[src/hw/rtl/swpf_pkg.sv]
// Shared constants, types and lane control records for the window fit predictor.
package swpf_pkg;

    localparam int DEPTH     = 64;                 // history entries per axis
    localparam int AW        = $clog2(DEPTH);      // history address width
    localparam int NW        = AW + 1;             // window length width (holds DEPTH)
    localparam int MAX_PRED  = 16;                 // results per request at most
    localparam int PCW       = $clog2(MAX_PRED);   // result counter width
    localparam int CW        = 40;                 // coefficient width, Q.16 sample units
    localparam int SYW       = 23;                 // sum of y
    localparam int SUYW      = 28;                 // sum of u*y
    localparam int SU2W      = 34;                 // sum of u^2*y
    localparam int S2W       = 17;                 // sum of u^2
    localparam int S4W       = 28;                 // sum of u^4
    localparam int U2W       = 14;                 // u^2 for window and prediction times
    localparam int NUMW      = 52;                 // quadratic numerators
    localparam int RESW      = 26;                 // residual, Q.4
    localparam int SSEW      = 56;                 // squared error sum per axis
    localparam int NMW       = 58;                 // divider numerator, signed
    localparam int DNW       = 68;                 // divider dividend magnitude
    localparam int DDW       = 36;                 // divider divisor
    localparam int QW        = DNW + 2;            // rounded signed quotient
    localparam int FRAC      = 16;                 // extra coefficient fraction bits

    typedef enum logic [2:0] {
        CFG_FIT_STEPS     = 3'd0,
        CFG_FIT_MODE      = 3'd1,
        CFG_PREDICT_COUNT = 3'd2,
        CFG_OFFSET_X      = 3'd3,
        CFG_OFFSET_Y      = 3'd4
    } t_cfg_idx;

    typedef enum logic [3:0] {
        LOP_IDLE,
        LOP_CLR,    // clear sums, zero the square term
        LOP_HOLD,   // hold the newest point as the fit
        LOP_MUL,    // window products
        LOP_ACC,    // window sums
        LOP_NUM,    // quadratic numerators
        LOP_EMUL,   // fit products at a window time
        LOP_EDIF,   // rounded residual
        LOP_EACC,   // squared error sum
        LOP_PMUL,   // fit products at a prediction time
        LOP_PRED    // rounded, saturated prediction
    } t_lane_op;

    typedef enum logic [1:0] {
        LD_NONE,
        LD_C0,
        LD_C1,
        LD_C2
    } t_coef;

    typedef struct packed {
        logic                   wr_en;
        logic [AW-1:0]          wr_addr;
        logic [AW-1:0]          rd_addr;
        t_lane_op               op;
        logic signed [7:0]      u;
        logic [U2W-1:0]         u2;
        logic [NW-1:0]          n;
        logic [S2W-1:0]         s2;
        logic [S4W-1:0]         s4;
        t_coef                  ld;
        logic signed [CW-1:0]   quot;
    } t_lane_ctl;

    typedef struct packed {
        logic signed [SYW-1:0]  sy;
        logic signed [SUYW-1:0] suy;
        logic signed [NUMW-1:0] nc0;
        logic signed [NUMW-1:0] nc2;
        logic [SSEW-1:0]        sse;
        logic signed [15:0]     pred;
        logic signed [15:0]     vel;
    } t_lane_res;

endpackage

[src/hw/rtl/swpf_div.sv]
// Shared radix-2 restoring divider with round half away from zero.
module swpf_div (
    input  logic                          i_clk,
    input  logic                          i_rst_n,
    input  logic                          i_start,
    input  logic                          i_neg,
    input  logic [swpf_pkg::DNW-1:0]      i_num,
    input  logic [swpf_pkg::DDW-1:0]      i_den,
    output logic                          o_done,
    output logic signed [swpf_pkg::QW-1:0] o_quot
);

    logic                          r_busy;
    logic                          r_done;
    logic [6:0]                    r_cnt;
    logic [swpf_pkg::DNW-1:0]      r_q;
    logic [swpf_pkg::DDW-1:0]      r_rem;
    logic [swpf_pkg::DDW-1:0]      r_den;
    logic                          r_neg;
    logic signed [swpf_pkg::QW-1:0] r_quot;

    logic [swpf_pkg::DDW:0]        rem_sh;
    logic                          ge;
    logic [swpf_pkg::DDW:0]        rem_sub;
    logic                          rnd;
    logic [swpf_pkg::DNW:0]        mag;

    assign rem_sh  = {r_rem, r_q[swpf_pkg::DNW-1]};
    assign ge      = rem_sh >= {1'b0, r_den};
    assign rem_sub = rem_sh - {1'b0, r_den};
    assign rnd     = {r_rem, 1'b0} >= {1'b0, r_den};
    assign mag     = {1'b0, r_q} + {{swpf_pkg::DNW{1'b0}}, rnd};

    always_ff @(posedge i_clk) begin
        if (!i_rst_n) begin
            r_busy <= 1'b0;
            r_done <= 1'b0;
            r_cnt  <= '0;
        end else begin
            r_done <= 1'b0;
            if (i_start) begin
                r_busy <= 1'b1;
                r_cnt  <= 7'(swpf_pkg::DNW);
            end else if (r_busy) begin
                if (r_cnt != '0) begin
                    r_cnt <= r_cnt - 7'd1;
                end else begin
                    r_busy <= 1'b0;
                    r_done <= 1'b1;
                end
            end
        end
    end

    always_ff @(posedge i_clk) begin
        if (i_start) begin
            r_q   <= i_num;
            r_rem <= '0;
            r_den <= i_den;
            r_neg <= i_neg;
        end else if (r_busy) begin
            if (r_cnt != '0) begin
                r_q   <= {r_q[swpf_pkg::DNW-2:0], ge};
                r_rem <= ge ? rem_sub[swpf_pkg::DDW-1:0] : rem_sh[swpf_pkg::DDW-1:0];
            end else if (r_den == '0) begin
                r_quot <= '0;
            end else if (r_neg) begin
                r_quot <= -$signed({1'b0, mag});
            end else begin
                r_quot <= $signed({1'b0, mag});
            end
        end
    end

    assign o_done = r_done;
    assign o_quot = r_quot;

endmodule

[config.mk]
export PLATFORM = sky130hd
export DESIGN_NAME = swpf_div
export DESIGN_NICKNAME = d
export VERILOG_FILES = /design/src/hw/rtl/swpf_pkg.sv /design/src/hw/rtl/swpf_div.sv
export SDC_FILE = /design/constraint.sdc
export NUM_CORES = 1
export LEC_CHECK = 0
export CORE_ASPECT_RATIO = 1.25
export CORE_MARGIN = 2
export CORE_UTILIZATION = 65
export CTS_CLUSTER_SIZE = 14
export DETAILED_ROUTE_END_ITERATION = 10
export DONT_BUFFER_PORTS = 1
export HOLD_SLACK_MARGIN = 0.03
export PLACE_DENSITY_LB_ADDON = 0.3
export SLEW_MARGIN = 20
export SYNTH_ARGS = -nofsm -noshare
export SYNTH_HDL_FRONTEND = slang
export SYNTH_SLANG_ARGS = --single-unit
[constraint.sdc]
create_clock -name i_clk -period 8.1 [get_ports i_clk]
set_clock_uncertainty 0.05 [all_clocks]
set_input_delay 1.62 -clock i_clk [delete_from_list [all_inputs] [get_ports i_clk]]
set_output_delay 1.62 -clock i_clk [all_outputs]
set_load 0.005 [all_outputs]
# After elaboration in Yosys (flattened, before gate mapping)
# Index checks and enable logic that the tools add are counted.
word_totals:
  regBits: 220
  in_bits: 108
  output_inout_bits: 71
  word_cells: 43
classes:
  n_addsub: 4
  n_lt_le_gt_ge: 2
  mux: 12
  bitwise: 5
  reduce_logical: 10
op_table:
  columns: ["op", "count"]
  rows:
  - ["$mux 68", 3]
  - ["$ge 37x36->1", 2]
  - ["$neg 69->70", 1]
  - ["$add 68x1->69", 1]
  - ["$mux 69", 1]
  - ["$logic_not 36->1", 1]
  - ["$mux 36", 1]
  - ["$sub 36x36->36", 1]
  - ["$mux 7", 3]
  - ["$reduce_bool 7->1", 1]
  - ["$sub 7x1->7 const B", 1]
  - ["$not 1->1", 5]
  - ["$mux 1", 4]
  - ["$reduce_and 2->1", 2]
  - ["$reduce_bool 2->1", 2]
  - ["$reduce_or 2->1", 2]
  - ["$reduce_and 3->1", 1]
  - ["$reduce_or 3->1", 1]

# Longest topological paths before layout
# Gate-level depths: netlist (run 1).
depth:
  ltp_word: 4
  mapped_depth: 27
  ltp_nobuf: 21

# Worst setup path before layout (run 1)
# No wires, ideal clock.
synth_timing:
  path_kind: "reg2reg"
  startpoint: "reg r_den[28] (netlist name)"
  endpoint: "reg r_quot, in the netlist o_quot[60], data pin"
  setup_ns: 0.136
  arrival_ns: 6.601
  required_ns: 7.914
  path_slack_ns: 1.313
  path_stages_with_launch: 26
  path_buffers: 6
  period_less_slack_ns: 6.787
  cell_sequence: "edfxtp_1 -> inv_1 -> ha_1 -> clkbuf_1 -> nand4_1 -> or4_1 -> a311o_1 -> a21oi_1 -> or3_1 -> ha_1 -> ha_1 -> clkbuf_1 -> nand4_1 -> or4_1 -> buf_2 -> nor4_1 -> xnor2_1 -> nand4_2 -> or4_1 -> buf_2 -> or4b_1 -> buf_2 -> or4_1 -> buf_2 -> or4b_1 -> nand3_1"
synth_via:
  elab_chain_len: 4
  word_cells_on_any_way: 5
  cone_classes: "2 x add/sub; 1 x order compare; 1 x mux; 1 x reduce/logical"
synth_lines:
  columns: ["item", "line", "rtl"]
  rows:
  - ["from (decl)", "swpf_div.sv:18", "logic [swpf_pkg::DDW-1:0] r_den;"]
  - ["from (signal assigned)", "swpf_div.sv:59", "r_den <= i_den;"]
  - ["$ge 37x36->1", "swpf_div.sv:31", "assign rnd = {r_rem, 1'b0} >= {1'b0, r_den};"]
  - ["$add 68x1->69", "swpf_div.sv:32", "assign mag = {1'b0, r_q} + {{swpf_pkg::DNW{1'b0}}, rnd};"]
  - ["$neg 69->70", "swpf_div.sv:68", "r_quot <= -$signed({1'b0, mag});"]
  - ["$mux 69", "swpf_div.sv:67", "end else if (r_neg) begin"]
  - ["to (signal assigned)", "swpf_div.sv:68", null]
  - ["to (signal assigned)", "swpf_div.sv:70", "r_quot <= $signed({1'b0, mag});"]
  - ["to (decl)", "swpf_div.sv:20", "logic signed [swpf_pkg::QW-1:0] r_quot;"]
# Several ways; a longest one is shown, not always the timed one.
# A chain may end at the register's enable or synchronous reset.

# Worst setup path after layout (run 1)
layout_timing:
  startpoint: "reg r_den[14] (netlist name)"
  endpoint: "reg r_quot, in the netlist o_quot[60], data pin"
# The elaborated chain is that of the path after synthesis.

==> key figures, run 1 <==
Placement
  • Placed Area: 0.01452 mm^2
  • Detailed placement HPWL: 26530 um
  • GPL Wtd Cong: 0.9383
  • Port Buffers: 0
  • Worst slack, placed: 0.9193 ns

Flow run
  • Max-Cap Viols: 0

Worst setup path
  • Crit-path cells: inv_1, ha_1, nand2_1, nor2_1, nand2_1, or2_2, a311o_1, a21oi_1, or3_1, ha_1, ha_1, nand4_1, or4_1, nor4_1, xnor2_1, nand4_2, or4_1, or4b_1, buf_4, or4_1, or4b_1, nand3_1
  • Worst path top cell family by delay: simple AND/OR/NAND/NOR gates
  • Crit path required time: 8.44 ns
  • Critical-path top delay cell: or4_1
  • Buffers and inverters on the worst path: 2
  • Crit path from: r_den[14]$_DFFE_PP_
  • CP arrival: 7.62 ns
  • Reg-to-Reg Start: r_den[14]$_DFFE_PP_
  • Crit path largest cell delay: 0.63 ns
  • Maximum fanout along the worst path: 16
  • Worst setup EP type: register
  • Crit Path Class: register to register
  • Critical Path Start Type: register

CTS
  • Post CTS Setup Buffer Count: 0
  • CTS Hold Buffers Added: 0
  • Clock buffer count from CTS: 23
  • Worst-path clk slew: 0.06 ns
  • Root buf cell: clkbuf_16
  • H-tree Lvls: 1
  • Worst skew pair latency: 0.52 ns
  • Clk buf depth: 3
  • TritonCTS clock tree: built
  • Clock sinks: 220
  • Post-cts resize count: 0

Yosys
  • Ys Warns: 0
  • Asr flop ratio synth: 0
  • Sequential element share of the synthesized area: 0.4297
  • Most frequent cell after synthesis: edfxtp_1
  • Net Count, Synth: 1680
  • Distinct cells, synth: 68
  • Main area contributors after synthesis: edfxtp_1 37%, dfxtp_1 6.3%, xnor2_1 6.0%
  • Synth cell count leaders: 175 x edfxtp_1, 153 x nand2_1, 145 x nor2_1
  • Post-Syn Instances: 1531
  • Mapped cell area: 0.01433 mm^2
  • Top cell type's share of synthesized area: 0.3668
  • Post-synth EDFFs: 175
  • Top_reg_cell synth: edfxtp_1
  • Largest area contributor in the netlist: edfxtp_1
  • Avg Cell Area, Syn: 9.357 um^2
  • Register bit count reported by yosys: 220

Timing
  • Final TNS setup: 0 ns
  • RSZ-0062 raised after global routing: no
  • Worst hold slack: 0.4311 ns
  • Fin worst setup slack: 0.8150 ns
  • Final worst-path cycle share: 0.8994
  • Slew headroom: 0.3283
  • Slew @ Worst Pin: 1.008 ns
  • Max frequency: 137.3 MHz
  • Final Hold Viols: 0
  • # setup viols final: 0
  • Min Tclk post-route: 7.285 ns
  • Pins Over Slew Limit: 0

Detailed routing
  • DRC violations left: 0
  • DR iter-0 viols: 947
  • Wire per inst: 20.55 um
  • Iteration count of the initial detailed-routing pass: 5
  • DRT antenna net count: 0
  • Avg Vias per Cell: 6.504
  • Drt total wl: 36970 um
  • Via count: 11700

Die
  • Die area: 0.02325 mm^2
  • IO Count: 179
  • Site Rows: 60
  • Starting density of the core: 0.6626
  • Die Span X: 136.8 um
  • CORE AREA: 0.02162 mm^2
  • Die extent in y: 170.0 um

Min path
  • Hold crit path type: register to register
  • Hold path startpoint: r_rem[17]$_SDFFE_PP0P_

Layout
  • Post-route cell area: 0.01534 mm^2
  • Fillers: 1582
  • Proportion of layout cells with a drive suffix above 1: 0.08713
  • Layout Utilization: 0.7094
  • Final nets: 1648
  • P&R area growth vs syn: 7.057%

Power
  • Pleak: 0.005490 uW
  • Worst vdd ir: 0.0001837 V
  • Pwr dens: 190.3 mW/mm^2

GRT
  • Largest net degree at the start of global routing: 129
  • Global-route wire length before repair: 58380 um
  • GRT Overall Usage: 0.3154
  • Initial antenna violation count: 8
  • Vias in the first global route: 11350
  • Grt ovf: 0

Outcome
  • Status: finished, final reports clean
## layout make-up
| type | count | area (um^2) | area share |
|---|---|---|---|
| Sequential cell | 220 | 6156 | 0.4014 |
| Clock buffer | 25 | 583.1 | 0.03802 |
| Timing Repair Buffer | 17 | 147.6 | 0.009626 |
| Antenna cell | 5 | 12.51 | 0.0008158 |
| Clock inverter | 16 | 195.2 | 0.01273 |
| Inverter | 82 | 307.8 | 0.02007 |
| Multi-Input combinational cell | 1155 | 7586 | 0.4946 |
| Tap cell | 279 | 349.1 | 0.02276 |
## worst min-delay path: stages, from the launching register on
cell and delay (ns):
dfxtp_1 0.32, nand2_1 0.05, o21ai_0 0.06
## metal layers
| metal | share of wire | up-vias | GRT usage | routed length, um |
|---|---|---|---|---|
| li1 | - | 5546 | - | - |
| met1 | 0.37 | 5525 | 0.3575 | 13520 |
| met2 | 0.51 | 500 | 0.5746 | 19000 |
| met3 | 0.073 | 124 | 0.05868 | 2713 |
| met4 | 0.046 | 6 | 0.1336 | 1696 |
| met5 | 0.0010 | - | 0 | 38 |
## registers in the layout (all words and copies together) (netlist names)
signal	flops
r_busy	1
r_den	36
r_neg	1
r_q	68
r_cnt	7
o_quot	70
o_done	1
r_rem	36
## report_power, final
| group | switching, uW | total (uW) | internal [uW] |
|---|---|---|---|
| Clock | 450 | 1100 | 650 |
| Combinational | 242 | 409 | 168 |
| Sequential | 87.6 | 1410 | 1320 |
## worst paths after layout
| check | endpoint | slack (ns) | depth (start not counted) |
|---|---|---|---|
| hold reg to reg | r_rem[17]$_SDFFE_PP0P_ | 0.43 | 2 |
| setup / recovery | o_quot[60]$_SDFFCE_PP0P_ | 0.81 | 22 |
| hold / removal | r_rem[17]$_SDFFE_PP0P_ | 0.43 | 2 |
| setup reg to reg | o_quot[60]$_SDFFCE_PP0P_ | 0.81 | 22 |
## cell usage in the layout, fill, tap and decap left out, types with 29 or more instances in the layout
cell type / Yosys / layout
nand4_1: 29 / 29
a21oi_1: 69 / 68
edfxtp_1: 175 / 175
mux2i_1: 31 / 31
dfxtp_1: 45 / 45
nor4_1: 34 / 34
ha_1: 40 / 40
xnor2_1: 98 / 98
o21ai_0: 110 / 110
nand2_1: 153 / 153
nand3_1: 50 / 50
nor3_1: 37 / 36
nor2_1: 145 / 144
mux2_2: 56 / 56
inv_1: 82 / 81
xor2_1: 50 / 50
## cells by family (layout without fill, tap and decap cells)
logic type | after synthesis | in the layout | synth area share
AND/OR/NAND/NOR | 569 | 569 | 0.1976
AO/OA/AOI/OAI | 309 | 309 | 0.1360
flip-flops | 220 | 220 | 0.4297
buffers and inverters | 156 | 140 | 0.04262
XOR/XNOR | 149 | 149 | 0.09205
multiplexers | 87 | 87 | 0.06568
adder cells (fa/ha/maj) | 41 | 41 | 0.03633
other | 0 | 5 | 0
## per-stage QoR
step,std cells,total power (uW)
3_5_place_dp,1752,1829
3_3_place_gp,1752,1810
6_report,1799,2919
4_1_cts,1793,2927
2_1_floorplan,1531,1729
5_1_grt,1796,3031
No activity file was read; power rests on OpenSTA's default activity.
==> run 2: changes to the inputs <==
- ABC_AREA: not set -> 1
==> key figures, run 2 <==
Yosys
  • Top cell type's share of synthesized area: 0.3360
  • Register bit count reported by yosys: 220
  • Sequential element share of the synthesized area: 0.3936
  • Post-synth EDFFs: 175
  • Synth cell count leaders: 687 x nand2_1, 338 x nor2_1, 229 x inv_1
  • Asr flop ratio synth: 0
  • Distinct cells, synth: 48
  • Post-Synth Simple-Gate Area: 0.3683
  • Largest family of logic cells by synthesized area: simple AND/OR/NAND/NOR gates
  • Ys Warns: 0
  • Adder-cell share of the synthesized area: 0.03328
  • Post-synthesis mux area share: 0
  • Net Count, Synth: 2377
  • Mapped cell area: 0.01564 mm^2
  • XOR/XNOR Fraction of Synth Area: 0.01568
  • Avg Cell Area, Syn: 7.019 um^2
  • Largest area contributor in the netlist: edfxtp_1
  • Post-Syn Instances: 2228
  • Most frequent cell after synthesis: nand2_1
  • Top_reg_cell synth: edfxtp_1
  • Main area contributors after synthesis: edfxtp_1 34%, nand2_1 16%, nor2_1 8.1%
  • Synth Area in Compound Gates: 0.1206

Timing
  • Final Hold Viols: 0
  • Slew @ Worst Pin: 0.9950 ns
  • Pins Over Slew Limit: 0
  • RSZ-0062 raised after global routing: no
  • # setup viols final: 0
  • Worst hold slack: 0.4222 ns
  • Max frequency: 193.7 MHz
  • Final TNS setup: 0 ns
  • Final worst-path cycle share: 0.6372
  • Slew headroom: 0.3366
  • Min Tclk post-route: 5.162 ns

CTS
  • Post-cts resize count: 0
  • Worst skew pair latency: 0.53 ns
  • Worst-path clk slew: 0.06 ns
  • Clock sinks: 220
  • CTS Hold Buffers Added: 0
  • Post CTS Setup Buffer Count: 0
  • TritonCTS clock tree: built
  • Clk buf depth: 3
  • Clock buffer count from CTS: 22
  • Root buf cell: clkbuf_16
  • H-tree Lvls: 1

Die
  • Starting density of the core: 0.6613
  • Die Span X: 142.7 um
  • IO Count: 179
  • Site Rows: 63
  • Die area: 0.02532 mm^2
  • CORE AREA: 0.02365 mm^2
  • Die extent in y: 177.4 um

Detailed routing
  • Via count: 15200
  • Avg Vias per Cell: 6.024
  • Wire per inst: 19.43 um
  • Drt total wl: 49030 um
  • DR iter-0 viols: 1344
  • Iteration count of the initial detailed-routing pass: 6
  • DRT antenna net count: 0
  • DRC violations left: 0

Layout
  • Proportion of layout cells with a drive suffix above 1: 0.07127
  • Finished Layout Cells: 2523
  • N_diodes: 0
  • Max reg flops: 70
  • Fillers: 1934
  • P&R area growth vs syn: 6.537%
  • Commonest non-fill, non-tap cell in the layout: nand2_1
  • Most frequent cells in the layout: 686 x nand2_1, 335 x nor2_1, 228 x inv_1
  • Final nets: 2364

GRT
  • GRT Overall Usage: 0.3905
  • Initial antenna violation count: 0
  • Largest net degree at the start of global routing: 176
  • Global-route wire length before repair: 76170 um
  • Grt ovf: 0
  • Vias in the first global route: 14680

Power
  • Worst vdd ir: 0.0001798 V
  • Pwr dens: 176.5 mW/mm^2
  • Pleak: 0.007079 uW

Outcome
  • Status: finished, final reports clean

Worst setup path
  • Maximum fanout along the worst path: 6
  • Worst setup EP type: register
  • Crit path required time: 8.33 ns
  • Critical Path Start Type: register
  • CP arrival: 5.39 ns
  • Crit Path Class: register to register
  • Reg2reg path depth: 26

Flow run
  • Max-Cap Viols: 0

Placement
  • GPL Wtd Cong: 1.054
  • Placed Cells: 2483
  • Detailed placement HPWL: 38380 um
  • Port Buffers: 0

Min path
  • Hold crit path type: register to register
  • Hold Crit Depth: 2
## run 2: changes by cell type after synthesis, moves of 26 or more
cell and delta:
a21oi_1 +36, inv_1 +147, mux2_2 -56, mux2i_1 -31, nand2_1 +534, nand2_2 +33
nand3_1 +59, nor2_1 +193, nor2_2 +28, nor4_1 -26, o21ai_0 +56, xnor2_1 -88
xor2_1 -32
## run 2: path summary, 6_finish.rpt
kind	start	endpoint	slack [ns]
min reg2reg	r_cnt[0]$_SDFFE_PP0P_	r_cnt[0]$_SDFFE_PP0P_	0.42
max reg2reg	r_den[8]$_DFFE_PP_	o_quot[69]$_SDFFCE_PP0P_	2.94
max	r_den[8]$_DFFE_PP_	o_quot[69]$_SDFFCE_PP0P_	2.94
min	r_cnt[0]$_SDFFE_PP0P_	r_cnt[0]$_SDFFE_PP0P_	0.42
## run 2: cells by family after synthesis
family	count (synthesis)
AOI/OAI and AO/OA	342
xor gates and xnor gates	28
adders and majority gates	41
buffers and inverters	282
DFF	220
and+or+nand+nor	1315
## run 2: per-stage QoR
step | util | setup WS (ns) | total power (uW) | cell area (um^2)
global placement | 0.6725 | 3.337 | 1847 | 15900
detailed placement | 0.6725 | 3.250 | 1862 | 15900
CTS | 0.7046 | 3.198 | 2928 | 16660
floorplan | - | 2.657 | 1729 | 15640
finish | 0.7046 | 2.938 | 2941 | 16660
global route | 0.7046 | 2.556 | 3044 | 16660
## run 2: area by class of cell
type / instances / area (um^2) / area share
Tap cell: 292 / 365.4 / 0.02193
Clock buffer: 27 / 590.6 / 0.03545
Clock inverter: 13 / 166.4 / 0.009988
Inverter: 238 / 893.4 / 0.05362
Timing Repair Buffer: 7 / 52.55 / 0.003154
Sequential cell: 220 / 6156 / 0.3695
Multi-Input combinational cell: 1726 / 8437 / 0.5064
## run 2: worst max-delay path, stage by stage, from the launching register on
cell and delay (ns):
edfxtp_1 0.35, inv_1 0.05, ha_1 0.33, inv_1 0.07
o21ai_0 0.23, nor2_1 0.10, o21ai_0 0.24, nand3_1 0.12
nand2_1 0.10, nand2_1 0.05, and2_1 0.15, o21ai_0 0.13
ha_1 0.33, ha_1 0.31, inv_2 0.09, nor2_4 0.19
nand2_4 0.09, nor2_2 0.16, nand3_1 0.11, nand2_1 0.09
nand2_1 0.09, nor2_1 0.14, nand2_1 0.14, nor3_1 0.66
nand3_1 0.26, nor3_1 0.19, nor2_1 0.06
## run 2: power by group
part	leakage [uW]	switching (uW)	internal, uW
sequential	0.00205	64.7	1310
clock	0.000374	436	646
combinational	0.00466	350	131
## run 2: per-layer routing
metal | share of wire | GRT usage | up-vias
met5 | 0 | 0 | -
met4 | 0.068 | 0.2335 | 0
li1 | - | - | 7304
met1 | 0.36 | 0.4470 | 6894
met3 | 0.079 | 0.04749 | 185
met2 | 0.50 | 0.6951 | 816
